===== src/utf8d_pkg.sv =====
// ----------------------------------------------------------------------------
// utf8d_pkg
// Shared types and constants of the UTF-8 validating decoder.
// ----------------------------------------------------------------------------
`default_nettype none

package utf8d_pkg;

   localparam int unsigned CpWidth    = 21;
   localparam int unsigned ByteWidth  = 8;
   localparam int unsigned UsedWidth  = 3;
   localparam int unsigned CountWidth = 3;
   localparam int unsigned LenWidth   = 3;
   localparam int unsigned TrailWidth = 2;

   localparam logic [CpWidth-1:0] REPLACEMENT_CHAR = 21'h00FFFD;

   // results caused by one input byte: count minus one copies of the
   // replacement transaction, then the final one described here
   typedef struct packed {
      logic [CountWidth-1:0] count;
      logic [CpWidth-1:0]    scalar_value;
      logic                  replaced;
      logic [UsedWidth-1:0]  bytes_used;
   } burst_type;

endpackage

`default_nettype wire


===== src/utf8d_core.sv =====
// ----------------------------------------------------------------------------
// utf8d_core
// Sequence state and the per-byte decode step that yields a result burst.
// ----------------------------------------------------------------------------
`default_nettype none

module utf8d_core (
   input  wire logic                              clock,
   input  wire logic                              reset,
   input  wire logic                              accept,
   input  wire logic [utf8d_pkg::ByteWidth-1:0]   byte_value,
   input  wire logic                              end_of_buffer,
   output utf8d_pkg::burst_type                   burst
);
   import utf8d_pkg::*;

   logic [LenWidth-1:0]   expected_length_ff, expected_length_in;
   logic [TrailWidth-1:0] trails_gathered_ff, trails_gathered_in;
   logic [CpWidth-1:0]    partial_value_ff, partial_value_in;

   logic                  is_cont;
   logic [CpWidth-1:0]    shifted_value;
   logic [TrailWidth-1:0] next_trails;
   logic [CountWidth-1:0] rep_count;
   logic                  final_valid;
   logic                  handle_lead;
   logic [LenWidth-1:0]   lead_len;
   logic [CpWidth-1:0]    lead_bits;

   assign is_cont       = (byte_value[7:6] == 2'b10);
   assign shifted_value = {partial_value_ff[CpWidth-7:0], byte_value[5:0]};
   assign next_trails   = trails_gathered_ff + 2'd1;

   always_comb begin
      lead_len  = '0;
      lead_bits = '0;
      if ((byte_value & 8'hE0) == 8'hC0) begin
         lead_len  = 3'd2;
         lead_bits = CpWidth'(byte_value & 8'h1F);
      end else if ((byte_value & 8'hF0) == 8'hE0) begin
         lead_len  = 3'd3;
         lead_bits = CpWidth'(byte_value & 8'h0F);
      end else if ((byte_value & 8'hF8) == 8'hF0) begin
         lead_len  = 3'd4;
         lead_bits = CpWidth'(byte_value & 8'h07);
      end
   end

   always_comb begin
      expected_length_in = expected_length_ff;
      trails_gathered_in = trails_gathered_ff;
      partial_value_in   = partial_value_ff;
      rep_count          = '0;
      final_valid        = 1'b0;
      handle_lead        = 1'b1;
      burst.scalar_value = REPLACEMENT_CHAR;
      burst.replaced     = 1'b1;
      burst.bytes_used   = 3'd1;

      if (expected_length_ff != '0) begin
         if (is_cont) begin
            handle_lead = 1'b0;
            if ({1'b0, next_trails} + 3'd1 >= expected_length_ff) begin
               final_valid        = 1'b1;
               burst.scalar_value = shifted_value;
               burst.replaced     = 1'b0;
               burst.bytes_used   = expected_length_ff;
               expected_length_in = '0;
               trails_gathered_in = '0;
               partial_value_in   = '0;
            end else begin
               trails_gathered_in = next_trails;
               partial_value_in   = shifted_value;
               if (end_of_buffer) begin
                  rep_count = {1'b0, next_trails} + 3'd1;
               end
            end
         end else begin
            // broken sequence: replace lead and trails, then treat as a lead
            rep_count          = {1'b0, trails_gathered_ff} + 3'd1;
            expected_length_in = '0;
            trails_gathered_in = '0;
            partial_value_in   = '0;
         end
      end

      if (handle_lead) begin
         if (!byte_value[7]) begin
            final_valid        = 1'b1;
            burst.scalar_value = CpWidth'(byte_value);
            burst.replaced     = 1'b0;
            burst.bytes_used   = 3'd1;
         end else if (lead_len == '0 || end_of_buffer) begin
            final_valid = 1'b1;
         end else begin
            expected_length_in = lead_len;
            trails_gathered_in = '0;
            partial_value_in   = lead_bits;
         end
      end

      if (end_of_buffer) begin
         expected_length_in = '0;
         trails_gathered_in = '0;
         partial_value_in   = '0;
      end

      burst.count = rep_count + {2'b00, final_valid};
   end

   always_ff @(posedge clock) begin
      if (reset) begin
         expected_length_ff <= '0;
         trails_gathered_ff <= '0;
         partial_value_ff   <= '0;
      end else if (accept) begin
         expected_length_ff <= expected_length_in;
         trails_gathered_ff <= trails_gathered_in;
         partial_value_ff   <= partial_value_in;
      end
   end

endmodule

`default_nettype wire


===== src/utf8d_burst.sv =====
// ----------------------------------------------------------------------------
// utf8d_burst
// Result register that plays out one burst of decoder results.
// ----------------------------------------------------------------------------
`default_nettype none

module utf8d_burst (
   input  wire logic                              clock,
   input  wire logic                              reset,
   input  wire logic                              load,
   input  wire utf8d_pkg::burst_type              burst,
   output logic                                   load_ok,
   output logic                                   rsp_valid,
   input  wire logic                              rsp_ready,
   output logic [utf8d_pkg::CpWidth-1:0]          rsp_scalar_value,
   output logic                                   rsp_replaced,
   output logic [utf8d_pkg::UsedWidth-1:0]        rsp_bytes_used,
   output logic                                   rsp_last_of_run
);
   import utf8d_pkg::*;

   logic [CountWidth-1:0] count_ff, count_in;
   logic [CpWidth-1:0]    scalar_ff, scalar_in;
   logic                  replaced_ff, replaced_in;
   logic [UsedWidth-1:0]  bytes_used_ff, bytes_used_in;
   logic                  is_last;
   logic                  fire;

   assign is_last   = (count_ff == 3'd1);
   assign rsp_valid = (count_ff != '0);
   assign fire      = rsp_valid && rsp_ready;
   // a new burst may load in the cycle the last result of the old one leaves
   assign load_ok   = (count_ff == '0) || (is_last && rsp_ready);

   assign rsp_scalar_value = is_last ? scalar_ff     : REPLACEMENT_CHAR;
   assign rsp_replaced     = is_last ? replaced_ff   : 1'b1;
   assign rsp_bytes_used   = is_last ? bytes_used_ff : 3'd1;
   assign rsp_last_of_run  = is_last;

   always_comb begin
      count_in      = count_ff;
      scalar_in     = scalar_ff;
      replaced_in   = replaced_ff;
      bytes_used_in = bytes_used_ff;
      if (fire) begin
         count_in = count_ff - 3'd1;
      end
      if (load) begin
         count_in      = burst.count;
         scalar_in     = burst.scalar_value;
         replaced_in   = burst.replaced;
         bytes_used_in = burst.bytes_used;
      end
   end

   always_ff @(posedge clock) begin
      if (reset) begin
         count_ff <= '0;
      end else begin
         count_ff <= count_in;
      end
   end

   always_ff @(posedge clock) begin
      scalar_ff     <= scalar_in;
      replaced_ff   <= replaced_in;
      bytes_used_ff <= bytes_used_in;
   end

endmodule

`default_nettype wire


===== src/utf8_validating_decoder.sv =====
// ----------------------------------------------------------------------------
// utf8_validating_decoder
// UTF-8 byte stream decoder with U+FFFD replacement of invalid input.
// ----------------------------------------------------------------------------
// One byte is taken per cycle while req_ready is high. Each byte yields
// zero to four results: a decoded code point when a sequence completes, or
// U+FFFD for each byte of a broken, truncated or illegal sequence. Results
// leave one per cycle from an output register while rsp_ready is high, and
// the next byte is taken in the same cycle as the last result of the
// previous byte, so plain text streams at one byte per clock. A byte that
// breaks an open sequence yields U+FFFD for its lead and each trail, then
// is decoded anew; req_ready stays low until its last result leaves.
// Overlong forms and surrogates decode arithmetically and are not flagged.
// ----------------------------------------------------------------------------
`default_nettype none

module utf8_validating_decoder (
   input  wire logic                              clock,
   input  wire logic                              reset,
   input  wire logic                              req_valid,
   output logic                                   req_ready,
   input  wire logic [utf8d_pkg::ByteWidth-1:0]   req_byte_value,
   input  wire logic                              req_end_of_buffer,
   output logic                                   rsp_valid,
   input  wire logic                              rsp_ready,
   output logic [utf8d_pkg::CpWidth-1:0]          rsp_scalar_value,
   output logic                                   rsp_replaced,
   output logic [utf8d_pkg::UsedWidth-1:0]        rsp_bytes_used,
   output logic                                   rsp_last_of_run
);
   import utf8d_pkg::*;

   burst_type burst;
   logic      load_ok;
   logic      accept;

   assign req_ready = load_ok;
   assign accept    = req_valid && load_ok;

   utf8d_core u_core (
      .clock         (clock),
      .reset         (reset),
      .accept        (accept),
      .byte_value    (req_byte_value),
      .end_of_buffer (req_end_of_buffer),
      .burst         (burst)
   );

   utf8d_burst u_burst (
      .clock            (clock),
      .reset            (reset),
      .load             (accept),
      .burst            (burst),
      .load_ok          (load_ok),
      .rsp_valid        (rsp_valid),
      .rsp_ready        (rsp_ready),
      .rsp_scalar_value (rsp_scalar_value),
      .rsp_replaced     (rsp_replaced),
      .rsp_bytes_used   (rsp_bytes_used),
      .rsp_last_of_run  (rsp_last_of_run)
   );

endmodule

`default_nettype wire

===== config.mk =====
export PLATFORM = sky130hd
export DESIGN_NAME = utf8_validating_decoder
export DESIGN_NICKNAME = d
export VERILOG_FILES = /design/src/utf8d_pkg.sv /design/src/utf8d_core.sv /design/src/utf8d_burst.sv /design/src/utf8_validating_decoder.sv
export SDC_FILE = /design/constraint.sdc
export NUM_CORES = 1
export LEC_CHECK = 0
export ABC_CLOCK_PERIOD_IN_PS = 7800
export CORE_ASPECT_RATIO = 0.5
export CORE_MARGIN = 10
export CORE_UTILIZATION = 50
export DETAILED_ROUTE_END_ITERATION = 8
export DONT_BUFFER_PORTS = 1
export SLEW_MARGIN = 20
export SYNTH_ARGS = -nofsm -noshare
export SYNTH_HDL_FRONTEND = slang
export SYNTH_SLANG_ARGS = --single-unit
export TNS_END_PERCENT = 10

===== constraint.sdc =====
create_clock -name clock -period 7.8 [get_ports clock]
set_input_delay 0.78 -clock clock [delete_from_list [all_inputs] [get_ports clock]]
set_output_delay 0.78 -clock clock [all_outputs]
set_load 0.005 [all_outputs]

Word-level counts from Yosys, hierarchy flattened

Index checks and enable logic that the tools add are counted.

Flip-flop bits (word level): 54
Bits of input ports: 13
Output and inout port bits: 28
Word-level logic and storage cells: 77

$add $sub $neg: 5
Magnitude comparators: 1
Equal/unequal tests: 5
Muxes and demuxes: 49
Reductions and logical operators: 10

Operator list:

| kind                | number |
|---|---|
| $mux 21             | 8 |
| $mux 25             | 5 |
| $mux 3              | 18 |
| $mux 2              | 7 |
| $mux 1              | 9 |
| $add 2x1->3 const B | 2 |
| $logic_not 3->1     | 2 |
| $reduce_bool 3->1   | 2 |
| $eq 5x5->1 const B  | 1 |
| $mux 5              | 1 |
| $eq 4x4->1 const B  | 1 |
| $mux 4              | 1 |
| $add 3x1->3         | 1 |
| $eq 3x1->1 const B  | 1 |
| $eq 3x3->1 const B  | 1 |
| $ge 3x3->1          | 1 |
| $logic_and 1x1->1   | 3 |
| $sub 3x1->3 const B | 1 |
| $add 2x1->2 const B | 1 |
| $eq 2x2->1 const B  | 1 |
| $logic_or 1x1->1    | 2 |
| $reduce_bool 2->1   | 1 |

Depth between registers and ports, before layout

Gate-level depths: netlist (run 1).

Depth after elaboration: 11
Depth in mapped cells: 13
Mapped depth without buffers: 12

Modules after synthesis

A second synthesis (run 1) with hierarchy kept.

Cell total of the unflattened synthesis: 232
Area, all modules: 2466.1 µm²

Modules (own cells, without submodules):

| module                  | instances | cells each | area an instance (µm²) | seq. area each (µm²) |
|---|---|---|---|---|
| utf8d_core              | 1         | 154        | 1307.5                 | 400.4 |
| utf8d_burst             | 1         | 77         | 1152.4                 | 810.8 |
| utf8_validating_decoder | 1         | 1          | 6.3                    | 0.0 |

Least setup slack after synthesis (run 1)

Ideal clock, no wire load.

Kind: reg2reg
Start: reg u_core.trails_gathered_ff[0]
End: reg u_burst.count_ff[2]
Setup time: 0.086 ns
Data arrival time: 2.599 ns
Data required time: 7.714 ns
Path slack: 5.116 ns
Stages on the path, launching flop included: 14
Path buffers: 1
Clock period less this slack: 2.684 ns
Cell sequence: dfxtp_1 > inv_1 > ha_1 > xor2_1 > ha_1 > nand2_1 > o21ai_0 > buf_6 > nor3_1 > o21a_1 > ha_1 > ha_1 > xnor2_1 > a211oi_1

Cells in the longest elaborated chain, start to end: 11
Elaborated cells between the ends (all ways): 16
Those cells by class: add/sub: 4; order compare: 1; mux: 11

Ends and longest elaborated chain:

| item                   | RTL line                           | RTL |
|---|---|---|
| from (decl)            | utf8d_core.sv:18                   | `logic [TrailWidth-1:0] trails_gathered_ff, trails_gathered_in;` |
| from (signal assigned) | utf8d_core.sv:118                  | `trails_gathered_ff <= trails_gathered_in;` |
| $add 2x1->2            | utf8d_core.sv:32                   | `assign next_trails = trails_gathered_ff + 2'd1;` |
| $add 2x1->3            | utf8d_core.sv:63, utf8d_core.sv:75 |  |
| $ge 3x3->1             | utf8d_core.sv:63                   | `if ({1'b0, next_trails} + 3'd1 >= expected_length_ff) begin` |
| $mux 1                 | utf8d_core.sv:63                   |  |
| $mux 1                 | utf8d_core.sv:61                   | `if (is_cont) begin` |
| $mux 1                 | utf8d_core.sv:60                   | `if (expected_length_ff != '0) begin` |
| $mux 1                 | utf8d_core.sv:93                   | `end else if (lead_len == '0 \|\| end_of_buffer) begin` |
| $mux 1                 | utf8d_core.sv:88                   | `if (!byte_value[7]) begin` |
| $mux 1                 | utf8d_core.sv:87                   | `if (handle_lead) begin` |
| $add 3x1->3 *          | utf8d_core.sv:108                  | `burst.count = rep_count + {2'b00, final_valid};` |
| $mux 3 *               | utf8d_burst.sv:48                  | `if (load) begin` |
| to (signal assigned)   | utf8d_burst.sv:60                  | `count_ff <= count_in;` |
| to (decl)              | utf8d_burst.sv:22                  | `logic [CountWidth-1:0] count_ff, count_in;` |

Mark *: on every way between the ends. The rest lies on a longest branch, timed or not.
A chain may end at the register's enable or synchronous reset.

==> flow_summary.toml, run 1 <==
[place]
dp_hpwl_um = 3530
routabilityCongestion = 0.883
dp.cells = 268
port_buffers = 0

[finish]
fin_cells = 276
post_route_cells_drive_above_1_share = 0.0731
insertedDiodeCount = 0
regArea_mm2 = 0.00121
syn_to_final_growth_pct = 6.00
multi_input_area_mm2 = 0.00103
fin_nets = 241
filler_cell_count = 391
final_cell_mix = "nand2b_1, edfxtp_1, dfxtp_1, nand2_1, and2_1"

[grt]
grt_usage = 0.127
antenna_found_initial = 0
grt_overflow = 0
grt_first_pass_wirelength_um = 7830
grt_pass1_vias = 1464
grt_max_degree = 32

[route]
dr_total_vias = 1542
wl_um = 4890
ant_nets = 0
wl_per_cell_um = 17.7
drt_iter0_markers = 90
drt_first_pass_iters = 4
vias_per_cell = 5.59
drcViolationCount = 0

[logic_synthesis]
ys_ff_latch = 48
synth_top_area_frac = 0.321
ys_seq_area_frac = 0.518
synth_top_area_cell = "edfxtp_1"
synth_area_per_cell_um2 = 10.6
syn-num-nets = 243
postSynthCellCount = 220
syn_area_mm2 = 0.00234
synth.distinct_cells = 43
yosysWarningCount = 0
async_reset_ff_frac = 0
synth_edf_count = 25
synthFlopType = "edfxtp_1"
synth_area_leaders = "edfxtp_1, dfxtp_1, nand2b_1"

[power]
p_int_w = 0.000465
clock_power_share = 0.273
p_switching_w = 0.000211
power_density_mw_per_mm2 = 273
vdd_drop_max_uv = 217
p_comb_frac = 0.240
swShare = 0.311
seqPwrFrac = 0.487
leakagePower_nw = 0.881

[setup_path]
crit_path_start = "u_core.trails_gathered_ff[0]"
startpoint_type = "flip-flop"
crit_arrival_ns = 2.88
worstPathRequired_ns = 7.84
crit_path_end = "u_burst.scalar_ff[2]"
reg2reg_to = "u_burst.scalar_ff[2]"
cp_max_fo = 12
r2r_start = "u_core.trails_gathered_ff[0]"
r2r_cells = 10
r2r_slack_ns = 4.96
worst_setup_path_end_kind = "flip-flop"
critical_path_class = "flip-flop to flip-flop"

[floorplanning]
ios = 41
rows = 17
die_y_um = 68.3
initial_utilization = 0.525
die_width_um = 117
dieArea_mm2 = 0.00797
core_area_mm2 = 0.00445

[cts]
root_buffer = "clkbuf_8"
cts_buffers = 5
cts-resized-gates = 0
clock_latency_ns = 0.31
postCtsSetupBuffers = 0
htreeDepth = 2
cts.hold.buffers_added = 0
cts_buffer_depth = 2
path_clk_slew_ns = 0.09
cts.sinks = 48
cts_tree = "done"

[timing]
slew-limit-headroom = 0.539
tns_ns = 0
setup_viol = 0
timing.fmax_mhz = 352
worst_pin_slew_ns = 0.687
rsz0062_at_grt = "false"
finalHoldViolCount = 0
final.min_clock_period_ns = 2.84
finClkSkew_ns = 0.00552
period_share = 0.364
slew_violations = 0

[min_path]
hold_class = "flip-flop to flip-flop"

[run_status]
status = "completed"

[flow_run]
maxCapViolations = 0
==> final cells by class <==
class / instances / area share
clock inverters: 3 / 0.0192
well taps: 57 / 0.0288
clock buffers: 5 / 0.0278
flip-flops and latches: 48 / 0.489
inverters: 10 / 0.0172
repair buffers: 1 / 0.00303
multi-input cells: 152 / 0.415
==> cell families after synthesis <==
logic type,after synthesis,synth area share
simple gates,93,0.225
fa+ha+maj,10,0.0536
flops,48,0.518
buf+inv,20,0.0450
compound gates,46,0.147
xor+xnor,3,0.0113
==> worst max-delay path: stages (launching register included) <==
cell      delay (ns)
dfxtp_1         0.44
inv_1           0.12
ha_1            0.37
xor2_1          0.17
ha_1            0.28
nand2_1         0.04
o21ai_0         0.15
buf_4           0.22
nand2_1         0.10
o21ai_1         0.57
nand2b_1        0.13
==> power by group through the flow <==
| stage | sequential [W] | clock, W | combinational [W] |
|---|---|---|---|
| after floorplan | 0.000330 | 0 | 0.000139 |
| after global placement | 0.000333 | 0 | 0.000161 |
| after detailed placement | 0.000334 | 0 | 0.000166 |
| after CTS | 0.000329 | 0.000189 | 0.000167 |
| after global routing | 0.000332 | 0.000200 | 0.000187 |
| final | 0.000329 | 0.000185 | 0.000162 |
==> worst min path at each step <==
stage	from	to	cells after the start
2_1_floorplan	u_core.partial_value_ff[10]	u_core.partial_value_ff[10]	1
3_3_place_gp	u_core.partial_value_ff[10]	u_core.partial_value_ff[10]	1
3_5_place_dp	u_core.partial_value_ff[12]	u_core.partial_value_ff[12]	1
4_1_cts	u_core.partial_value_ff[12]	u_core.partial_value_ff[12]	1
5_1_grt	u_core.partial_value_ff[12]	u_core.partial_value_ff[12]	1
6_report	u_core.expected_length_ff[2]	u_core.expected_length_ff[2]	2
==> stage by stage <==
| stage | area, um2 | hold WS (ns) | setup slack (ns) | util | total power [W] |
|---|---|---|---|---|---|
| floorplan | 2340 | 0.440 | 5.12 | - | 0.000469 |
| global placement | 2350 | 0.463 | 5.03 | 0.530 | 0.000494 |
| detailed placement | 2350 | 0.458 | 4.93 | 0.530 | 0.000501 |
| CTS | 2470 | 0.486 | 4.93 | 0.556 | 0.000684 |
| global route | 2480 | 0.495 | 4.68 | 0.557 | 0.000719 |
| finish | 2480 | 0.486 | 4.96 | 0.557 | 0.000676 |
==> metal layers <==
metal / up-vias / wire length, um / global-route usage
met5: - / 0 / 0
met2: 39 / 2130 / 0.189
met3: 8 / 411 / 0.0471
met1: 731 / 2280 / 0.168
met4: 0 / 62 / 0.0459
li1: 764 / - / -
==> sequential cells by signal, summed over array words and instances, names as in the netlist <==
| name | cells |
|---|---|
| u_burst.count_ff | 3 |
| u_core.trails_gathered_ff | 2 |
| u_core.partial_value_ff | 15 |
| u_burst.replaced_ff | 1 |
| u_burst.bytes_used_ff | 3 |
| u_burst.scalar_ff | 21 |
| u_core.expected_length_ff | 3 |
==> cell usage after synthesis, types with 5 or more instances <==
| cell | number |
|---|---|
| a21oi_1 | 7 |
| a22o_1 | 15 |
| and2_1 | 16 |
| dfxtp_1 | 23 |
| edfxtp_1 | 25 |
| ha_1 | 10 |
| inv_1 | 9 |
| nand2_1 | 21 |
| nand2b_1 | 25 |
| nor2_1 | 8 |
| nor2b_1 | 5 |
| o21a_1 | 7 |
Power figures use the tool's default switching activity.
==> inputs of run 2 (changes only) <==
--- a/config.mk
+++ b/config.mk
@@ -5,7 +5,7 @@
 export SDC_FILE = /design/constraint.sdc
 export NUM_CORES = 1
 export LEC_CHECK = 0
-export ABC_CLOCK_PERIOD_IN_PS = 7800
+export ABC_CLOCK_PERIOD_IN_PS = 2700
 export CORE_ASPECT_RATIO = 0.5
 export CORE_MARGIN = 10
 export CORE_UTILIZATION = 50
==> constraint.sdc (replaced) <==
create_clock -name clock -period 2.7 [get_ports clock]
set_input_delay 0.27 -clock clock [delete_from_list [all_inputs] [get_ports clock]]
set_output_delay 0.27 -clock clock [all_outputs]
set_load 0.005 [all_outputs]
==> run 2 against run 1 <==
  * Register-to-register slack worse by 4.8 ns
  * Die area unchanged
  * Critical path depth up 2
  * Largest power group unchanged
==> flow_summary.toml, run 2 (synthesized netlist as in run 1, its figures left out) <==
[finish]
multi_input_area_mm2 = 0.00102
top_register = "u_burst.scalar_ff"
final_area_mm2 = 0.00249
insertedDiodeCount = 0
fin_cells = 283
final_cell_mix = "nand2b_1, edfxtp_1, dfxtp_1, nand2_1, and2_1"
post_route_cells_drive_above_1_share = 0.0973
top_regs = "u_burst.scalar_ff (21), u_core.partial_value_ff (15)"
largest_reg_flops = 21
fin_nets = 248
filler_cell_count = 399
regArea_mm2 = 0.00121
syn_to_final_growth_pct = 6.75

[grt]
grt_overflow = 0
antenna_found_initial = 0
grt_pass1_vias = 1540
grt_first_pass_wirelength_um = 8140
grt_max_degree = 31
grt_usage = 0.133

[timing]
final.min_clock_period_ns = 2.49
slew-limit-headroom = 0.640
setup_viol = 0
tns_ns = 0
worst_slack_ns = 0.211
worst_pin_slew_ns = 0.539
finClkSkew_ns = 0.00744
finalHoldViolCount = 0
rsz0062_at_grt = "false"
timing.fmax_mhz = 402
period_share = 0.922
slew_violations = 0

[place]
dpl_worst_slack_ns = 0.193
placed_cell_area_mm2 = 0.00241
port_buffers = 0
routabilityCongestion = 0.854
dp_hpwl_um = 3610
dp.cells = 275

[route]
vias_per_cell = 5.58
wl_um = 5070
dr_total_vias = 1578
ant_nets = 0
drt_iter0_markers = 175
wl_per_cell_um = 17.9
drcViolationCount = 0
drt_first_pass_iters = 4

[floorplanning]
dieArea_mm2 = 0.00797
core_area_mm2 = 0.00445
die_width_um = 117
rows = 17
die_y_um = 68.3
initial_utilization = 0.525
ios = 41

[cts]
cts.hold.buffers_added = 0
cts_buffer_depth = 2
root_buffer = "clkbuf_8"
htreeDepth = 2
path_clk_slew_ns = 0.09
cts_tree = "done"
clock_latency_ns = 0.31
cts.sinks = 48
postCtsSetupBuffers = 0
cts_buffers = 5
cts-resized-gates = 0

[setup_path]
worstPathRequired_ns = 2.94
cp_max_fo = 11
path_depth = 12
crit_path_end = "u_burst.count_ff[2]"
worstPathCellList = "inv_1 -> ha_1 -> xor2_1 -> ha_1 -> nand2_1 -> o21ai_1 -> buf_4 -> o21ba_2 -> ha_1 -> ha_1 -> xnor2_1 -> a211oi_1"
crit_path_start = "u_core.trails_gathered_ff[0]"
startpoint_type = "flip-flop"
worst_setup_path_end_kind = "flip-flop"
cp_num_buf_inv = 2
r2r_cells = 12
critical_path_class = "flip-flop to flip-flop"
crit_arrival_ns = 2.72
critPathMaxStageDelay_ns = 0.33
crit_family = "adder cells"
crit_top_cell = "ha_1"
r2r_start = "u_core.trails_gathered_ff[0]"
cp_slowest_cell = "dfxtp_1"
r2r_slack_ns = 0.21
reg2reg_to = "u_burst.count_ff[2]"

[flow_run]
maxCapViolations = 0

[power]
vdd_drop_max_uv = 507
power_density_mw_per_mm2 = 756
finalPower_w = 0.00188
leakagePower_nw = 0.903

[min_path]
hold_depth = 1
hold_class = "input port to flip-flop"

[run_status]
status = "completed"
==> run 2: changes by cell type in the layout (fill, tap and decap cells not counted), sizes merged <==
cell,previous run,this run
buf,1,8
bufinv,1,0
inv,9,10
==> run 2: area by class of cell <==
| cell class | instances | share of cell area |
|---|---|---|
| sequential | 48 | 0.486 |
| inverter | 10 | 0.0171 |
| timing repair buffer | 8 | 0.0241 |
| clock inverter | 3 | 0.00702 |
| multi-input combinational | 152 | 0.410 |
| clock buffer | 5 | 0.0276 |
| tap | 57 | 0.0286 |
==> run 2: per-layer routing <==
layer | vias to the layer above | routed length [um] | GRT usage
met5 | - | 0 | 0
met2 | 45 | 2220 | 0.201
met3 | 5 | 416 | 0.0445
li1 | 782 | - | -
met4 | 0 | 42 | 0.0550
met1 | 746 | 2390 | 0.173
==> run 2: worst min-delay path by stage <==
stage,from,to,slack (ns)
6_report,reset,u_burst.count_ff[2],0.01
5_1_grt,reset,u_core.trails_gathered_ff[0],0.007
4_1_cts,reset,u_burst.count_ff[2],0.01
3_5_place_dp,reset,u_core.expected_length_ff[2],0.34
3_3_place_gp,reset,u_core.trails_gathered_ff[0],0.34
2_1_floorplan,req_byte_value[0],u_core.partial_value_ff[0],0.40
==> run 2: metrics by stage <==
stage | util | hold WS, ns
floorplan | - | 0.395
global placement | 0.542 | 0.342
detailed placement | 0.542 | 0.344
CTS | 0.561 | 0.0120
global route | 0.561 | 0.00666
finish | 0.561 | 0.0149
==> run 2: report_power, final <==
part	total, W	switching, W	leakage, nW	internal (W)
clock	0.000439	0.000258	0.0460	0.000181
combinational	0.000495	0.000330	0.438	0.000165
sequential	0.000950	0.0000332	0.418	0.000917
total	0.00188	0.000622	0.903	0.00126
==> inputs of run 3 (changes only) <==
--- a/config.mk
+++ b/config.mk
@@ -5,12 +5,15 @@
 export SDC_FILE = /design/constraint.sdc
 export NUM_CORES = 1
 export LEC_CHECK = 0
-export ABC_CLOCK_PERIOD_IN_PS = 2700
+export ABC_CLOCK_PERIOD_IN_PS = 2850
+export CELL_PAD_IN_SITES_DETAIL_PLACEMENT = 2
+export CELL_PAD_IN_SITES_GLOBAL_PLACEMENT = 2
 export CORE_ASPECT_RATIO = 0.5
 export CORE_MARGIN = 10
-export CORE_UTILIZATION = 50
+export CORE_UTILIZATION = 40
 export DETAILED_ROUTE_END_ITERATION = 8
 export DONT_BUFFER_PORTS = 1
+export PLACE_DENSITY_LB_ADDON = 0.1
 export SLEW_MARGIN = 20
 export SYNTH_ARGS = -nofsm -noshare
 export SYNTH_HDL_FRONTEND = slang
==> constraint.sdc (replaced) <==
create_clock -name clock -period 2.85 [get_ports clock]
set_input_delay 0.285 -clock clock [delete_from_list [all_inputs] [get_ports clock]]
set_output_delay 0.285 -clock clock [all_outputs]
set_load 0.005 [all_outputs]
==> run 3 against run 2 <==
  * Clock power grew 32%
  * First-iteration DRC count fell by 61%
  * Sequential share of layout area down 1.4 points
  * Final cell count is 5.7% higher
  * Sequential cell count is the same
  * Register-to-register slack got worse by 0.02 ns
  * Global-route usage is 0.71 points higher
  * Clock skew is 0.0047 ns lower
  * Non-clock buffer count is the same
  * Highest routed layer unchanged
==> flow_summary.toml, run 3 (synthesized netlist as in run 1, its figures left out) <==
[finish]
largest_reg_flops = 21
utilization = 0.462
regArea_mm2 = 0.00121
top_register = "u_burst.scalar_ff"
top_regs = "u_burst.scalar_ff (21), u_core.partial_value_ff (15)"
syn_to_final_growth_pct = 9.96
final_cell_mix = "nand2b_1, edfxtp_1, dfxtp_1, nand2_1, and2_1"
insertedDiodeCount = 0
post_route_cells_drive_above_1_share = 0.0929
fin_nets = 248
filler_cell_count = 567
multi_input_area_mm2 = 0.00102

[route]
wl_met2_um = 3280
route.top_layer_used = "met4"
wl_met3_um = 322
wl_met1_um = 2900
dr_total_vias = 1654
vias_per_cell = 5.53
drt_iter0_markers = 68
ant_nets = 0
drcViolationCount = 0
drt_first_pass_iters = 4
wl_um = 6550
wl_per_cell_um = 21.9

[cts]
cts-resized-gates = 0
root_buffer = "clkbuf_16"
cts_buffer_depth = 2
cts_buffers = 5
cts.hold.buffers_added = 0
clock_latency_ns = 0.29
path_clk_slew_ns = 0.06
cts.sinks = 48
cts_tree = "done"
postCtsSetupBuffers = 0
htreeDepth = 2

[timing]
tns_ns = 0
timing.fmax_mhz = 375
final.min_clock_period_ns = 2.66
finalHoldViolCount = 0
slew_violations = 0
slew-limit-headroom = 0.647
rsz0062_at_grt = "false"
setup_viol = 0
hold_ws_ns = 0.0523
finClkSkew_ns = 0.00275
worst_pin_slew_ns = 0.526
period_share = 0.935

[power]
p_comb_frac = 0.247
p_int_w = 0.00135
power_density_mw_per_mm2 = 771
vdd_drop_max_uv = 425
clock_power_share = 0.294
seqPwrFrac = 0.459
swShare = 0.317
p_switching_w = 0.000627
leakagePower_nw = 0.925

[floorplanning]
die_width_um = 128
initial_utilization = 0.420
dieArea_mm2 = 0.00948
die_y_um = 74.0
rows = 19
core_area_mm2 = 0.00556
ios = 41

[setup_path]
worstPathRequired_ns = 3.05
critical_path_class = "flip-flop to flip-flop"
cp_max_fo = 11
worst_setup_path_end_kind = "flip-flop"
startpoint_type = "flip-flop"
crit_arrival_ns = 2.86

[grt]
grt_usage = 0.140
grt_first_pass_wirelength_um = 10300
grt_overflow = 0
grt_pass1_vias = 1789
grt_max_degree = 31
antenna_found_initial = 0

[flow_run]
maxCapViolations = 0

[run_status]
status = "completed"

[place]
routabilityCongestion = 0.804
dp_hpwl_um = 4870
port_buffers = 0

[min_path]
hold_class = "input port to flip-flop"
-- run 3: per-stage QoR --
stage / power, W / worst slack [ns] / area, um2 / cells
global route: 0.00210 / 0.0448 / 2570 / 299
detailed placement: 0.00143 / 0.226 / 2430 / 291
CTS: 0.00201 / 0.156 / 2570 / 299
finish: 0.00198 / 0.186 / 2570 / 299
floorplan: 0.00128 / 0.166 / 2340 / 220
global placement: 0.00139 / 0.365 / 2430 / 291
-- run 3: critical path, cell delays in order, from the launching register on --
cell      delay, ns
dfxtp_1        0.33
inv_1          0.07
ha_1           0.34
xor2_1         0.16
ha_1           0.18
a21oi_1        0.14
o21ai_0        0.13
buf_4          0.20
o21ba_2        0.23
ha_1           0.20
ha_1           0.20
xnor2_1        0.14
a211oi_1       0.26
-- run 3: power by group through the flow --
stage | Clock [W] | Combinational (W) | Sequential [W]
2_1_floorplan | 0 | 0.000381 | 0.000903
3_3_place_gp | 0 | 0.000478 | 0.000912
6_report | 0.000581 | 0.000490 | 0.000909
5_1_grt | 0.000618 | 0.000558 | 0.000922
4_1_cts | 0.000590 | 0.000508 | 0.000912
3_5_place_dp | 0 | 0.000504 | 0.000927
-- run 3: final timing paths --
path | startpoint | to | slack (ns) | cells after the start
worst max-delay path | u_core.trails_gathered_ff[0] | u_burst.count_ff[2] | 0.19 | 12
worst min-delay path | reset | u_core.trails_gathered_ff[0] | 0.05 | 1
worst max register to register | u_core.trails_gathered_ff[0] | u_burst.count_ff[2] | 0.19 | 12
worst min register to register | u_core.partial_value_ff[12] | u_core.partial_value_ff[12] | 0.49 | 1
-- run 3: layer usage --
layer | track usage | vias to the layer above
met4 | 0.0372 | 0
met5 | 0 | -
met3 | 0.0447 | 4
met1 | 0.165 | 837
li1 | - | 785
met2 | 0.246 | 28
-- run 3: final cells by class --
| cell class | count | area share |
|---|---|---|
| flip-flops and latches | 48 | 0.472 |
| multi-input cells | 152 | 0.398 |
| clock buffers | 6 | 0.0502 |
| well taps | 73 | 0.0356 |
| repair buffers | 8 | 0.0234 |
| inverters | 10 | 0.0166 |
| clock inverters | 2 | 0.00487 |
